<file path="config.mk">
export PLATFORM = sky130hd
export DESIGN_NAME = packet_header_parse_checksum
export DESIGN_NICKNAME = d
export VERILOG_FILES = /design/src/rtl/core/phpc_pkg.sv /design/src/rtl/core/phpc_front.sv /design/src/rtl/core/phpc_fifo.sv /design/src/rtl/core/phpc_back.sv /design/src/rtl/core/packet_header_parse_checksum.sv
export SDC_FILE = /design/constraint.sdc
export NUM_CORES = 1
export LEC_CHECK = 0
export ABC_AREA = 1
export BUFFER_PORTS_ARGS = -buffer_cell sky130_fd_sc_hd__buf_2
export CORE_ASPECT_RATIO = 1.4
export CORE_UTILIZATION = 57
export DETAILED_ROUTE_END_ITERATION = 10
export GPL_TIMING_DRIVEN = 1
export PLACE_DENSITY = 0.74
export SLEW_MARGIN = 30
export SYNTH_ARGS = -nofsm -noshare
export SYNTH_HDL_FRONTEND = slang
export SYNTH_SLANG_ARGS = --single-unit
</file>
<file path="constraint.sdc">
create_clock -name clock -period 16.7 [get_ports clock]
set_clock_uncertainty 0.2 [all_clocks]
set_input_delay 0.835 -clock clock [delete_from_list [all_inputs] [get_ports clock]]
set_output_delay 0.835 -clock clock [all_outputs]
set_load 0.02 [all_outputs]
</file>
<file path="src/rtl/core/phpc_pkg.sv">
// Shared package for the frame header parser: word types, byte-command record,
// protocol constants and the ones'-complement fold helpers.
// Used by every module in rtl/core; depends on nothing.
package phpc_pkg;

   // Frame bytes past this count are ignored and not counted.
   localparam int MAX_FRAME_BYTES = 2048;
   localparam int POS_W           = $clog2(MAX_FRAME_BYTES + 1);
   // Wide enough for a byte count against header plus segment length.
   localparam int CMP_W           = 18;

   localparam int FIFO_DEPTH = 4;
   localparam int FIFO_PTR_W = $clog2(FIFO_DEPTH);

   localparam logic [15:0] ETH_TYPE_IPV4 = 16'h0800;
   localparam logic [15:0] ETH_TYPE_ARP  = 16'h0806;
   localparam logic [7:0]  PROTO_ICMP    = 8'd1;
   localparam logic [7:0]  PROTO_TCP     = 8'd6;
   localparam logic [7:0]  PROTO_UDP     = 8'd17;
   localparam logic [3:0]  IHL_MIN       = 4'd5;
   localparam logic [15:0] SUM_ALL_ONES  = 16'hFFFF;

   localparam logic [1:0] FRAME_UNKNOWN = 2'd0;
   localparam logic [1:0] FRAME_IPV4    = 2'd1;
   localparam logic [1:0] FRAME_ARP     = 2'd2;

   localparam logic [1:0] L4_NONE = 2'd0;
   localparam logic [1:0] L4_ICMP = 2'd1;
   localparam logic [1:0] L4_UDP  = 2'd2;
   localparam logic [1:0] L4_TCP  = 2'd3;

   // Byte offsets within the frame.
   localparam logic [POS_W-1:0] POS_ETH_TYPE_HI  = POS_W'(12);
   localparam logic [POS_W-1:0] POS_ETH_TYPE_LO  = POS_W'(13);
   localparam logic [POS_W-1:0] POS_IP_START     = POS_W'(14);
   localparam logic [POS_W-1:0] POS_TLEN_HI      = POS_W'(16);
   localparam logic [POS_W-1:0] POS_TLEN_LO      = POS_W'(17);
   localparam logic [POS_W-1:0] POS_ARP_OP_HI    = POS_W'(20);
   localparam logic [POS_W-1:0] POS_ARP_OP_LO    = POS_W'(21);
   localparam logic [POS_W-1:0] POS_TTL          = POS_W'(22);
   localparam logic [POS_W-1:0] POS_PROTO        = POS_W'(23);
   localparam logic [POS_W-1:0] POS_PSEUDO_FIRST = POS_W'(26);
   localparam logic [POS_W-1:0] POS_PSEUDO_LAST  = POS_W'(33);
   // Offsets within the layer-4 header.
   localparam logic [POS_W-1:0] L4_OFF_SRC_LO    = POS_W'(1);
   localparam logic [POS_W-1:0] L4_OFF_DST_HI    = POS_W'(2);
   localparam logic [POS_W-1:0] L4_OFF_DST_LO    = POS_W'(3);
   localparam logic [POS_W-1:0] L4_OFF_FLAGS     = POS_W'(13);

   typedef struct packed {
      logic [7:0] data_byte;
      logic       last_byte;
   } req_type;

   typedef struct packed {
      logic [1:0]  frame_kind;
      logic [1:0]  l4_kind;
      logic [5:0]  ip_header_bytes;
      logic [15:0] ip_pdu_length;
      logic [7:0]  time_to_live;
      logic        ip_checksum_ok;
      logic        tcp_checksum_ok;
      logic [15:0] source_port;
      logic [15:0] dest_port;
      logic [3:0]  tcp_flag_bits;
      logic [15:0] type_code;
   } rsp_type;

   // What the back end does with one byte.
   typedef struct packed {
      logic hdr_add;
      logic pseudo_add;
      logic seg_add;
      logic cap_ttl;
      logic cap_proto;
      logic cap_type;
      logic cap_src;
      logic cap_dst;
      logic cap_flags;
      logic cap_arp;
   } byte_op_type;

   // One classified byte; the frame summary fields matter only on the last byte.
   typedef struct packed {
      logic [7:0]  data;
      logic        odd;
      byte_op_type op;
      logic        last;
      logic [1:0]  frame_kind;
      logic [3:0]  ihl;
      logic [15:0] total_length;
      logic [15:0] seg_len;
      logic        ip_len_ok;
      logic        seg_len_ok;
   } cmd_type;

   // Snapshot of a finished frame, ready for result formatting.
   typedef struct packed {
      logic [1:0]  frame_kind;
      logic [3:0]  ihl;
      logic [15:0] total_length;
      logic [15:0] seg_len;
      logic        ip_len_ok;
      logic        seg_len_ok;
      logic [15:0] hdr_sum;
      logic [15:0] seg_sum;
      logic [7:0]  ttl;
      logic [7:0]  proto;
      logic [15:0] src_port;
      logic [15:0] dst_port;
      logic [3:0]  flags;
      logic [15:0] type_code;
   } fin_type;

   // End-around-carry fold of a 17-bit sum to 16 bits.
   function automatic logic [15:0] fold17(input logic [16:0] s);
      logic [16:0] t;
      t = {1'b0, s[15:0]} + {16'b0, s[16]};
      return t[15:0] + {15'b0, t[16]};
   endfunction

   // End-around-carry fold of an 18-bit sum to 16 bits.
   function automatic logic [15:0] fold18(input logic [17:0] s);
      logic [16:0] t;
      t = {1'b0, s[15:0]} + {15'b0, s[17:16]};
      return t[15:0] + {15'b0, t[16]};
   endfunction

endpackage

</file>
<file path="src/rtl/core/phpc_front.sv">
// Front end of the frame header parser: accepts bytes, tracks the frame
// position and header lengths, and turns each byte into a command word.
// Depends on phpc_pkg.
module phpc_front import phpc_pkg::*; (
   input  logic    clock,
   input  logic    reset,
   input  logic    req_valid,
   input  req_type req_data,
   output logic    req_stall,
   input  logic    queue_full,
   output logic    push,
   output cmd_type push_cmd
);

   logic [POS_W-1:0] pos_ff, pos_in;
   logic [15:0]      eth_type_ff, eth_type_in;
   logic [3:0]       ihl_ff, ihl_in;
   logic [15:0]      tlen_ff, tlen_in;

   logic             accept;
   logic             in_range;
   logic             is_ip;
   logic [7:0]       b;
   logic [5:0]       hl;
   logic [POS_W-1:0] l4_start;
   logic [POS_W-1:0] l4_off;
   logic             at_l4;
   logic [15:0]      seg_len;
   byte_op_type      op;

   assign accept    = req_valid && !queue_full;
   assign req_stall = queue_full;
   assign b         = req_data.data_byte;

   always_comb begin
      in_range = pos_ff < POS_W'(MAX_FRAME_BYTES);

      eth_type_in = eth_type_ff;
      if (in_range && (pos_ff == POS_ETH_TYPE_HI || pos_ff == POS_ETH_TYPE_LO)) begin
         eth_type_in = {eth_type_ff[7:0], b};
      end

      is_ip = in_range && (eth_type_in == ETH_TYPE_IPV4) && (pos_ff >= POS_IP_START);

      ihl_in = ihl_ff;
      if (is_ip && pos_ff == POS_IP_START) begin
         ihl_in = b[3:0];
      end
      hl       = {ihl_in, 2'b00};
      l4_start = POS_IP_START + POS_W'(hl);

      tlen_in = tlen_ff;
      if (is_ip && (pos_ff == POS_TLEN_HI || pos_ff == POS_TLEN_LO)) begin
         tlen_in = {tlen_ff[7:0], b};
      end
      seg_len = tlen_in - {10'b0, hl};

      at_l4  = is_ip && (pos_ff >= l4_start);
      l4_off = pos_ff - l4_start;

      op.hdr_add    = is_ip && (pos_ff < l4_start);
      op.pseudo_add = is_ip && (pos_ff >= POS_PSEUDO_FIRST) && (pos_ff <= POS_PSEUDO_LAST);
      op.seg_add    = at_l4 && (CMP_W'(l4_off) < CMP_W'(seg_len));
      op.cap_ttl    = is_ip && (pos_ff == POS_TTL);
      op.cap_proto  = is_ip && (pos_ff == POS_PROTO);
      op.cap_type   = at_l4 && (l4_off == '0);
      op.cap_src    = at_l4 && (l4_off <= L4_OFF_SRC_LO);
      op.cap_dst    = at_l4 && (l4_off == L4_OFF_DST_HI || l4_off == L4_OFF_DST_LO);
      op.cap_flags  = at_l4 && (l4_off == L4_OFF_FLAGS);
      op.cap_arp    = in_range && (eth_type_in == ETH_TYPE_ARP) &&
                      (pos_ff == POS_ARP_OP_HI || pos_ff == POS_ARP_OP_LO);

      pos_in = in_range ? pos_ff + POS_W'(1) : pos_ff;

      push_cmd.data         = b;
      push_cmd.odd          = pos_ff[0];
      push_cmd.op           = op;
      push_cmd.last         = req_data.last_byte;
      push_cmd.ihl          = ihl_in;
      push_cmd.total_length = tlen_in;
      push_cmd.seg_len      = seg_len;
      push_cmd.ip_len_ok    = CMP_W'(pos_in) >= CMP_W'(l4_start);
      push_cmd.seg_len_ok   = (ihl_in >= IHL_MIN) &&
                              (CMP_W'(pos_in) >= CMP_W'(l4_start) + CMP_W'(seg_len));
      if (eth_type_in == ETH_TYPE_IPV4) begin
         push_cmd.frame_kind = FRAME_IPV4;
      end else if (eth_type_in == ETH_TYPE_ARP) begin
         push_cmd.frame_kind = FRAME_ARP;
      end else begin
         push_cmd.frame_kind = FRAME_UNKNOWN;
      end
   end

   assign push = accept;

   always_ff @(posedge clock) begin
      if (reset || (accept && req_data.last_byte)) begin
         pos_ff      <= '0;
         eth_type_ff <= '0;
         ihl_ff      <= '0;
         tlen_ff     <= '0;
      end else if (accept) begin
         pos_ff      <= pos_in;
         eth_type_ff <= eth_type_in;
         ihl_ff      <= ihl_in;
         tlen_ff     <= tlen_in;
      end
   end

endmodule

</file>
<file path="src/rtl/core/phpc_fifo.sv">
// Short command queue between the parser front end and back end.
// Depends on phpc_pkg.
module phpc_fifo import phpc_pkg::*; (
   input  logic    clock,
   input  logic    reset,
   input  logic    push,
   input  cmd_type push_cmd,
   output logic    full,
   input  logic    pop,
   output cmd_type pop_cmd,
   output logic    empty
);

   cmd_type                entries_ff [FIFO_DEPTH];
   logic [FIFO_PTR_W-1:0]  wr_ptr_ff, wr_ptr_in;
   logic [FIFO_PTR_W-1:0]  rd_ptr_ff, rd_ptr_in;
   logic [FIFO_PTR_W:0]    count_ff, count_in;

   assign full    = count_ff == (FIFO_PTR_W + 1)'(FIFO_DEPTH);
   assign empty   = count_ff == '0;
   assign pop_cmd = entries_ff[rd_ptr_ff];

   always_comb begin
      wr_ptr_in = wr_ptr_ff;
      rd_ptr_in = rd_ptr_ff;
      count_in  = count_ff;
      if (push) begin
         wr_ptr_in = (wr_ptr_ff == FIFO_PTR_W'(FIFO_DEPTH - 1)) ? '0 :
                     wr_ptr_ff + FIFO_PTR_W'(1);
      end
      if (pop) begin
         rd_ptr_in = (rd_ptr_ff == FIFO_PTR_W'(FIFO_DEPTH - 1)) ? '0 :
                     rd_ptr_ff + FIFO_PTR_W'(1);
      end
      if (push && !pop) begin
         count_in = count_ff + (FIFO_PTR_W + 1)'(1);
      end else if (pop && !push) begin
         count_in = count_ff - (FIFO_PTR_W + 1)'(1);
      end
   end

   always_ff @(posedge clock) begin
      if (reset) begin
         wr_ptr_ff <= '0;
         rd_ptr_ff <= '0;
         count_ff  <= '0;
      end else begin
         wr_ptr_ff <= wr_ptr_in;
         rd_ptr_ff <= rd_ptr_in;
         count_ff  <= count_in;
      end
   end

   always_ff @(posedge clock) begin
      if (push) begin
         entries_ff[wr_ptr_ff] <= push_cmd;
      end
   end

endmodule

</file>
<file path="src/rtl/core/phpc_back.sv">
// Back end of the frame header parser: runs the checksum sums and field
// captures per command word, snapshots a finished frame and formats the result.
// Depends on phpc_pkg.
module phpc_back import phpc_pkg::*; (
   input  logic    clock,
   input  logic    reset,
   input  logic    cmd_valid,
   input  cmd_type cmd,
   output logic    cmd_pop,
   output logic    rsp_valid,
   output rsp_type rsp_data,
   input  logic    rsp_stall
);

   logic [15:0] hdr_sum_ff, hdr_sum_in;
   logic [15:0] seg_sum_ff, seg_sum_in;
   logic [7:0]  ttl_ff, ttl_in;
   logic [7:0]  proto_ff, proto_in;
   logic [15:0] type_ff, type_in;
   logic [15:0] src_ff, src_in;
   logic [15:0] dst_ff, dst_in;
   logic [3:0]  flags_ff, flags_in;

   logic        fin_valid_ff, fin_valid_in;
   fin_type     fin_ff, fin_in;
   logic        rsp_valid_ff;
   rsp_type     rsp_data_ff, rsp_data_in;

   logic        out_free;
   logic        fin_free;
   logic        finish;
   logic [15:0] w;
   logic [15:0] seg_mid;
   logic [15:0] tcp_sum;

   assign out_free = !rsp_valid_ff || !rsp_stall;
   assign fin_free = !fin_valid_ff || out_free;
   assign cmd_pop  = cmd_valid && (!cmd.last || fin_free);
   assign finish   = cmd_pop && cmd.last;

   // Per-byte accumulation. The pseudoheader add runs before the segment add
   // when a short header makes both apply to the same byte.
   always_comb begin
      w = cmd.odd ? {8'b0, cmd.data} : {cmd.data, 8'b0};

      hdr_sum_in = cmd.op.hdr_add ? fold17({1'b0, hdr_sum_ff} + {1'b0, w}) : hdr_sum_ff;
      seg_mid    = cmd.op.pseudo_add ? fold17({1'b0, seg_sum_ff} + {1'b0, w}) : seg_sum_ff;
      seg_sum_in = cmd.op.seg_add ? fold17({1'b0, seg_mid} + {1'b0, w}) : seg_mid;

      ttl_in   = cmd.op.cap_ttl   ? cmd.data : ttl_ff;
      proto_in = cmd.op.cap_proto ? cmd.data : proto_ff;

      type_in = type_ff;
      if (cmd.op.cap_type) begin
         type_in = {8'b0, cmd.data};
      end else if (cmd.op.cap_arp) begin
         type_in = {type_ff[7:0], cmd.data};
      end

      src_in   = cmd.op.cap_src ? {src_ff[7:0], cmd.data} : src_ff;
      dst_in   = cmd.op.cap_dst ? {dst_ff[7:0], cmd.data} : dst_ff;
      flags_in = cmd.op.cap_flags ? {cmd.data[4], cmd.data[1], cmd.data[2], cmd.data[0]} :
                 flags_ff;

      fin_in.frame_kind   = cmd.frame_kind;
      fin_in.ihl          = cmd.ihl;
      fin_in.total_length = cmd.total_length;
      fin_in.seg_len      = cmd.seg_len;
      fin_in.ip_len_ok    = cmd.ip_len_ok;
      fin_in.seg_len_ok   = cmd.seg_len_ok;
      fin_in.hdr_sum      = hdr_sum_in;
      fin_in.seg_sum      = seg_sum_in;
      fin_in.ttl          = ttl_in;
      fin_in.proto        = proto_in;
      fin_in.src_port     = src_in;
      fin_in.dst_port     = dst_in;
      fin_in.flags        = flags_in;
      fin_in.type_code    = type_in;

      fin_valid_in = (fin_valid_ff && !out_free) || finish;
   end

   always_ff @(posedge clock) begin
      if (reset || finish) begin
         hdr_sum_ff <= '0;
         seg_sum_ff <= '0;
         ttl_ff     <= '0;
         proto_ff   <= '0;
         type_ff    <= '0;
         src_ff     <= '0;
         dst_ff     <= '0;
         flags_ff   <= '0;
      end else if (cmd_pop) begin
         hdr_sum_ff <= hdr_sum_in;
         seg_sum_ff <= seg_sum_in;
         ttl_ff     <= ttl_in;
         proto_ff   <= proto_in;
         type_ff    <= type_in;
         src_ff     <= src_in;
         dst_ff     <= dst_in;
         flags_ff   <= flags_in;
      end
   end

   always_ff @(posedge clock) begin
      if (reset) begin
         fin_valid_ff <= 1'b0;
      end else begin
         fin_valid_ff <= fin_valid_in;
      end
   end

   always_ff @(posedge clock) begin
      if (finish) begin
         fin_ff <= fin_in;
      end
   end

   // Result formatting from the snapshot; fields foreign to the frame stay zero.
   always_comb begin
      tcp_sum     = fold18({2'b0, fin_ff.seg_sum} + {10'b0, fin_ff.proto} +
                           {2'b0, fin_ff.seg_len});
      rsp_data_in = '0;
      if (fin_ff.frame_kind == FRAME_IPV4) begin
         rsp_data_in.frame_kind      = FRAME_IPV4;
         rsp_data_in.ip_header_bytes = {fin_ff.ihl, 2'b00};
         rsp_data_in.ip_pdu_length   = fin_ff.total_length;
         rsp_data_in.time_to_live    = fin_ff.ttl;
         rsp_data_in.ip_checksum_ok  = fin_ff.ip_len_ok && (fin_ff.hdr_sum == SUM_ALL_ONES);
         if (fin_ff.proto == PROTO_ICMP) begin
            rsp_data_in.l4_kind   = L4_ICMP;
            rsp_data_in.type_code = {8'b0, fin_ff.type_code[7:0]};
         end else if (fin_ff.proto == PROTO_UDP) begin
            rsp_data_in.l4_kind     = L4_UDP;
            rsp_data_in.source_port = fin_ff.src_port;
            rsp_data_in.dest_port   = fin_ff.dst_port;
         end else if (fin_ff.proto == PROTO_TCP) begin
            rsp_data_in.l4_kind         = L4_TCP;
            rsp_data_in.source_port     = fin_ff.src_port;
            rsp_data_in.dest_port       = fin_ff.dst_port;
            rsp_data_in.tcp_flag_bits   = fin_ff.flags;
            rsp_data_in.tcp_checksum_ok = fin_ff.seg_len_ok && (tcp_sum == SUM_ALL_ONES);
         end
      end else if (fin_ff.frame_kind == FRAME_ARP) begin
         rsp_data_in.frame_kind = FRAME_ARP;
         rsp_data_in.type_code  = fin_ff.type_code;
      end
   end

   always_ff @(posedge clock) begin
      if (reset) begin
         rsp_valid_ff <= 1'b0;
      end else if (out_free) begin
         rsp_valid_ff <= fin_valid_ff;
      end
   end

   always_ff @(posedge clock) begin
      if (out_free && fin_valid_ff) begin
         rsp_data_ff <= rsp_data_in;
      end
   end

   assign rsp_valid = rsp_valid_ff;
   assign rsp_data  = rsp_data_ff;

endmodule

</file>
<file path="src/rtl/core/packet_header_parse_checksum.sv">
// Top level of the Ethernet/ARP/IPv4/ICMP/UDP/TCP header parser with Internet checksum check.
// Depends on phpc_pkg, phpc_front, phpc_fifo and phpc_back.
//
//   channel | direction | handshake            | word
//   --------+-----------+----------------------+-----------------------------------
//   req     | in        | req_valid, req_stall | req_type: one frame byte + last flag
//   rsp     | out       | rsp_valid, rsp_stall | rsp_type: one summary per frame
//
// One byte is taken every cycle while the command queue has room; the back end
// retires one command word per cycle while the queue is not empty, but a frame's
// last word waits while a stalled result fills the output and snapshot registers,
// so the sustained rate is one byte per cycle only while results flow. A frame
// summary goes via the queue, the frame snapshot register and the output register.
// Reset is synchronous and active high; it empties the queue and clears all
// frame state. A stalled result holds in the output register while the snapshot
// stage and the four-word queue keep absorbing bytes.
module packet_header_parse_checksum import phpc_pkg::*; (
   input  logic    clock,
   input  logic    reset,
   input  logic    req_valid,
   input  req_type req_data,
   output logic    req_stall,
   output logic    rsp_valid,
   output rsp_type rsp_data,
   input  logic    rsp_stall
);

   // The front end classifies each byte against the running frame position and
   // header lengths; the back end owns the checksum sums and captured fields.
   logic    queue_full;
   logic    queue_empty;
   logic    queue_push;
   logic    queue_pop;
   cmd_type push_cmd;
   cmd_type pop_cmd;

   phpc_front u_front (
      .clock      (clock),
      .reset      (reset),
      .req_valid  (req_valid),
      .req_data   (req_data),
      .req_stall  (req_stall),
      .queue_full (queue_full),
      .push       (queue_push),
      .push_cmd   (push_cmd)
   );

   // The queue decouples byte intake from a stalled result.
   phpc_fifo u_fifo (
      .clock    (clock),
      .reset    (reset),
      .push     (queue_push),
      .push_cmd (push_cmd),
      .full     (queue_full),
      .pop      (queue_pop),
      .pop_cmd  (pop_cmd),
      .empty    (queue_empty)
   );

   phpc_back u_back (
      .clock     (clock),
      .reset     (reset),
      .cmd_valid (!queue_empty),
      .cmd       (pop_cmd),
      .cmd_pop   (queue_pop),
      .rsp_valid (rsp_valid),
      .rsp_data  (rsp_data),
      .rsp_stall (rsp_stall)
   );

`ifndef SYNTH
   // The front end must never write into a full queue.
   assert property (@(posedge clock) disable iff (reset) queue_push |-> !queue_full)
      else $error("command queue overflow");

   // The back end must never read from an empty queue.
   assert property (@(posedge clock) disable iff (reset) queue_pop |-> !queue_empty)
      else $error("command queue underflow");

   // A layer-4 kind is only reported for an IPv4 frame.
   assert property (@(posedge clock) disable iff (reset)
      (rsp_valid && rsp_data.l4_kind != L4_NONE) |-> (rsp_data.frame_kind == FRAME_IPV4))
      else $error("layer-4 kind on a non-IPv4 frame");

   // A passing segment checksum is only reported for TCP.
   assert property (@(posedge clock) disable iff (reset)
      (rsp_valid && rsp_data.tcp_checksum_ok) |-> (rsp_data.l4_kind == L4_TCP))
      else $error("segment checksum flag on a non-TCP frame");

   // No result can be presented in the cycle after reset.
   assert property (@(posedge clock) reset |=> !rsp_valid)
      else $error("result valid right after reset");
`endif

endmodule
</file>
=== Word level (Yosys, flattened, before mapping) ===
Memory sizes are Yosys's and may differ from the RTL's. A register that Yosys moved wholly into a read port is not among the register bits.
Cells that the tools add are included.

* Input port bits: 13
* Bits in registers: 385
* Memories: 1
* Output and inout bits: 90
* RAM bits: 240

{| class="wikitable"
|+ Memories
! name !! words !! width !! read ports !! clocked after memory_dff !! write ports !! RTL line !! source
|-
| u_fifo.entries_ff || 4 || 60 || 1 || 1 || 1 || phpc_fifo.sv:14 || <nowiki>cmd_type entries_ff [FIFO_DEPTH];</nowiki>
|}

* $lt $le $gt $ge: 11
* Reduce and logical (&&, ||, !) cells: 53
* Bitwise logic cells: 2
* Equality and inequality tests: 24
* Multiplexer cells: 34
* Add/subtract/negate cells: 22

{| class="wikitable"
|+ Operator list
! cell !! count
|-
| 16-bit two-way mux || 12
|-
| 12-bit by 5-bit == test with 1-bit output (second input constant) || 6
|-
| 16-bit by 1-bit adder with 16-bit output || 4
|-
| 16-bit by 1-bit adder with 17-bit output || 3
|-
| 16-bit by 16-bit adder with 17-bit output || 3
|-
| 12-bit by 4-bit == test with 1-bit output (second input constant) || 4
|-
| 37-bit two-way mux || 1
|-
| 16-bit by 12-bit == test with 1-bit output (second input constant) || 2
|-
| 16-bit == test (second input constant) || 2
|-
| 32-bit two-way mux || 1
|-
| 1-bit logical AND || 29
|-
| 12-bit by 2-bit == test with 1-bit output (second input constant) || 2
|-
| 12-bit >= comparator || 2
|-
| 8-bit two-way mux || 3
|-
| 2-bit two-way mux || 10
|-
| 18-bit by 16-bit adder with 18-bit output || 1
|-
| 12-bit by 18-bit >= comparator with 1-bit output || 1
|-
| 12-bit by 16-bit adder with 17-bit output || 1
|-
| 16-bit by 2-bit adder with 17-bit output || 1
|-
| 16-bit by 8-bit adder with 17-bit output || 1
|-
| 12-bit by 16-bit less-than comparator with 1-bit output || 1
|-
| 16-bit by 6-bit subtractor with 16-bit output || 1
|-
| 12-bit by 1-bit adder with 12-bit output (second input constant) || 1
|-
| 12-bit by 4-bit >= comparator with 1-bit output (second input constant) || 1
|-
| 29 further kinds || 53
|}

=== Depth between registers and ports, before layout ===
* Depth in word-level cells: 14
* Mapped depth: 97

=== By module ===
Synthesis repeated with hierarchy kept, for this count alone.

* Cell total of the unflattened synthesis: 3725
* Area, all modules: 33158.1 sq um

{| class="wikitable"
|+ By module, submodules not included
! module !! area an instance (sq um) !! instances !! seq. area each (sq um) !! cells an instance
|-
| phpc_back || 18216.2 || 1 || 8828.5 || 2218
|-
| phpc_fifo || 9526.6 || 1 || 7387.1 || 639
|-
| phpc_front || 5411.4 || 1 || 960.9 || 867
|-
| packet_header_parse_checksum || 3.8 || 1 || 0.0 || 1
|}

=== Least setup slack after synthesis ===
OpenSTA, ideal clock, no wires.

* Path kind: register to register
* Start point: register with a tool-made name
* End point: register u_back.fin_ff[82] in the netlist's numbering, data pin
* Required time: 16245 ps
* Arrival time: 9953 ps
* Path buffers: 2
* Stages on the path, launching flop included: 88
* Setup slack: 6293 ps
* Path through: dfxtp_1 -> buf_6 -> buf_2 -> nand2_1 -> a32oi_2 -> inv_2 -> nor2_1 -> ha_1 -> ha_1 -> inv_1 -> nand2_4 -> nand3_2 -> nand2_1 -> nand4_1 -> nand2_1 -> nand3_1 -> nand2_1 -> nand3_1 -> [... 52 more ...] -> nand3_1 -> nor2_1 -> nand2_1 -> nor2_1 -> nand3_1 -> nor3_1 -> ha_1 -> ha_1 -> inv_1 -> nor2_1 -> nand4_1 -> or2_1 -> nor3_2 -> nand3_1 -> nor2_2 -> nand4_1 -> nand3_1 -> nand2_1

{| class="wikitable"
|+ RTL lines
! item !! RTL line !! source
|-
| end signal, assigned || phpc_back.sv:115 || <nowiki>fin_ff <= fin_in;</nowiki>
|-
| end, declared || phpc_back.sv:25 || <nowiki>fin_type fin_ff, fin_in;</nowiki>
|}

==> reports/results.ini <==
[floorplanning]
dieArea_um2=57830
io_pins=103
initial_core_util=0.5755
core_area_um2=56320
fp.dieH_um=284.1
dieWidth_um=203.5
row_count=103

[critical_path]
cp-start-kind=register
r2r_slack_ps=3620
crit_top_cell=nor2_1
path_max_fanout=43
arrival_ps=13390
endpoint_kind=register
rr_endpoint=u_back.seg_sum_ff[12]
rr_worst_depth=88
path_class=register to register
cpMaxStageDelayCell=inv_2
cpPeakStageDelay_ps=650
cp_data_required_time_ps=17010

[route]
drc=0
routedWlPerCell_um=17.73
route.vias.total=25010
ant_nets=0
via_per_inst=5.505
drt_iter0_drc=1727
routed_wl_um=80520
drt_pass1_iterations=9

[sta]
max_slew.worst_pin.slew_ps=999.5
fin_tns_setup_ps=0
period_needed_ps=13080
drv_slew=0
hold_ws_ps=227.4
clock.fmax_mhz=76.43
post-route-period-util=0.7835
setup_viol=0
final_hold_viol_count=0
rsz0062_at_grt=no
slew_headroom=0.3285
layout_setup_ws_ps=3615

[logic_synthesis]
synth_area_um2=32410
ys_seq_area_frac=0.5207
async_flop_share=0
synth_ff_type=edfxtp_1
yosysMostFrequentCell=nand2_1
synth_common_cells=nand2_1, inv_1, edfxtp_1
ys_ff_latch=615
synth_top_area_frac=0.4225
synth_area_leader_cell=edfxtp_1
syn_avg_cell_area_um2=8.762
synth.yosys.warnings=0
synth.distinct_cells=70
synthTopCellsByArea=edfxtp_1, dfxtp_1, nand2_1, inv_1, ha_1
synth_cells=3699
synth_edf_count=456

[clock_network]
post_cts_resized=0
ctsHoldBuffers=0
postCtsSetupBuffers=0
insertion_delay_ps=640
cts_buffers=57
root_buffer=clkbuf_16
clock_path_buffers=3
cts_tree=yes
clk_pin_slew_ps=60
cts.htree.levels=2
cts.sinks=615

[placed_design]
gp_congestion=0.9937
dpl_worst_slack_ps=3775
dpl_cell_area_um2=33520
hpwlAfterDp_um=56940
io_buffers=100

[final_layout]
antennaDiodeCount=0
syn_to_final_growth_pct=9.554
nNetsFinal=3908
stdcell_area_um2=35510
drive_gt1_frac=0.1048

[grt]
grt_usage=0.2785
antenna_found_initial=0
grt_pass1_wl_um=125300
grt_start_max_net_pins=92
gr-total-overflow=0
grt_pass1_vias=23750

[status]
status=finished, final reports clean

[worst_hold_path]
hold_path_class=input port to register
hp-start=reset
hold_depth=2
worstHoldEndpoint=u_back.rsp_valid

[run]
drv_cap=0

## per-layer routing
| metal | part of all wire | global-route usage | vias to the layer above |
|---|---|---|---|
| li1 | - | - | 12380 |
| met1 | 0.39 | 0.3171 | 11730 |
| met2 | 0.52 | 0.5077 | 688 |
| met3 | 0.044 | 0.03084 | 207 |
| met4 | 0.055 | 0.1461 | 0 |
| met5 | 0 | 0 | - |
## how the worst max path moves through the flow
stage,endpoint,cells after the start,from,slack (ps)
2_1_floorplan,u_back.fin_ff[82],87,register,6290
3_3_place_gp,u_back.seg_sum_ff[12],88,register,4100
3_5_place_dp,u_back.seg_sum_ff[12],88,register,3780
4_1_cts,u_back.seg_sum_ff[12],88,register,3730
5_1_grt,u_back.seg_sum_ff[13],93,register,2100
6_report,u_back.seg_sum_ff[12],88,register,3620
## metrics by stage
stage	std cells	utilization
2_1_floorplan	3700	-
3_3_place_gp	4434	0.5950
3_5_place_dp	4434	0.5952
4_1_cts	4542	0.6304
5_1_grt	4542	0.6305
6_report	4542	0.6305
## critical path: cells and delay by family, from the launching register on
kind	cells	cell delay [ps]
AOI/OAI and AO/OA	12	1760
xor gates and xnor gates	1	160
adders and majority gates	11	2330
buffers and inverters	12	1420
DFF	1	420
and+or+nand+nor	52	6630
## final cells by class
type	instances	area, um2
clock buffer	72	1544
clock inverter	36	440.4
fill	4715	20810
inverter	554	2092
multi-input combinational	2411	12980
sequential	615	16880
tap	735	919.6
timing repair buffer	119	650.6
## logic make-up after synthesis
kind of cell	synth area share
AO/OA/AOI/OAI	0.1127
AND/OR/NAND/NOR	0.2059
other	0.0001157
XOR/XNOR	0.02509
multiplexers	0.0003088
adder cells (fa/ha/maj)	0.05428
buffers and inverters	0.08095
flip-flops	0.5207
## sequential cells by signal, indices dropped and copies added (netlist names), 12 cells and up, named ones only
signal and flops:
u_back.seg_sum_ff 16, u_front.tlen_ff 16, u_front.eth_type_ff 16, u_front.pos_ff 12
u_back.fin_ff 138, u_back.src_ff 16, u_back.dst_ff 16, u_back.type_ff 16
u_back.hdr_sum_ff 16, u_fifo.entries_ff 232, u_back.rsp_data 86
## cell usage in the layout (no fill, tap or decap), types with 67 or more instances in the layout
master    netlist  routed
inv_1         515     511
nand2_1       725     723
ha_1          131     131
edfxtp_1      456     456
a21oi_1       200     200
nor2_1        413     407
buf_2           9     100
xor2_1         67      67
o21ai_0       295     294
nand3_1       152     152
dfxtp_1       159     157
Power is left out: the tool's default activity adds up to more than one toggle a clock period on the data nets, which glitch-free logic cannot reach.
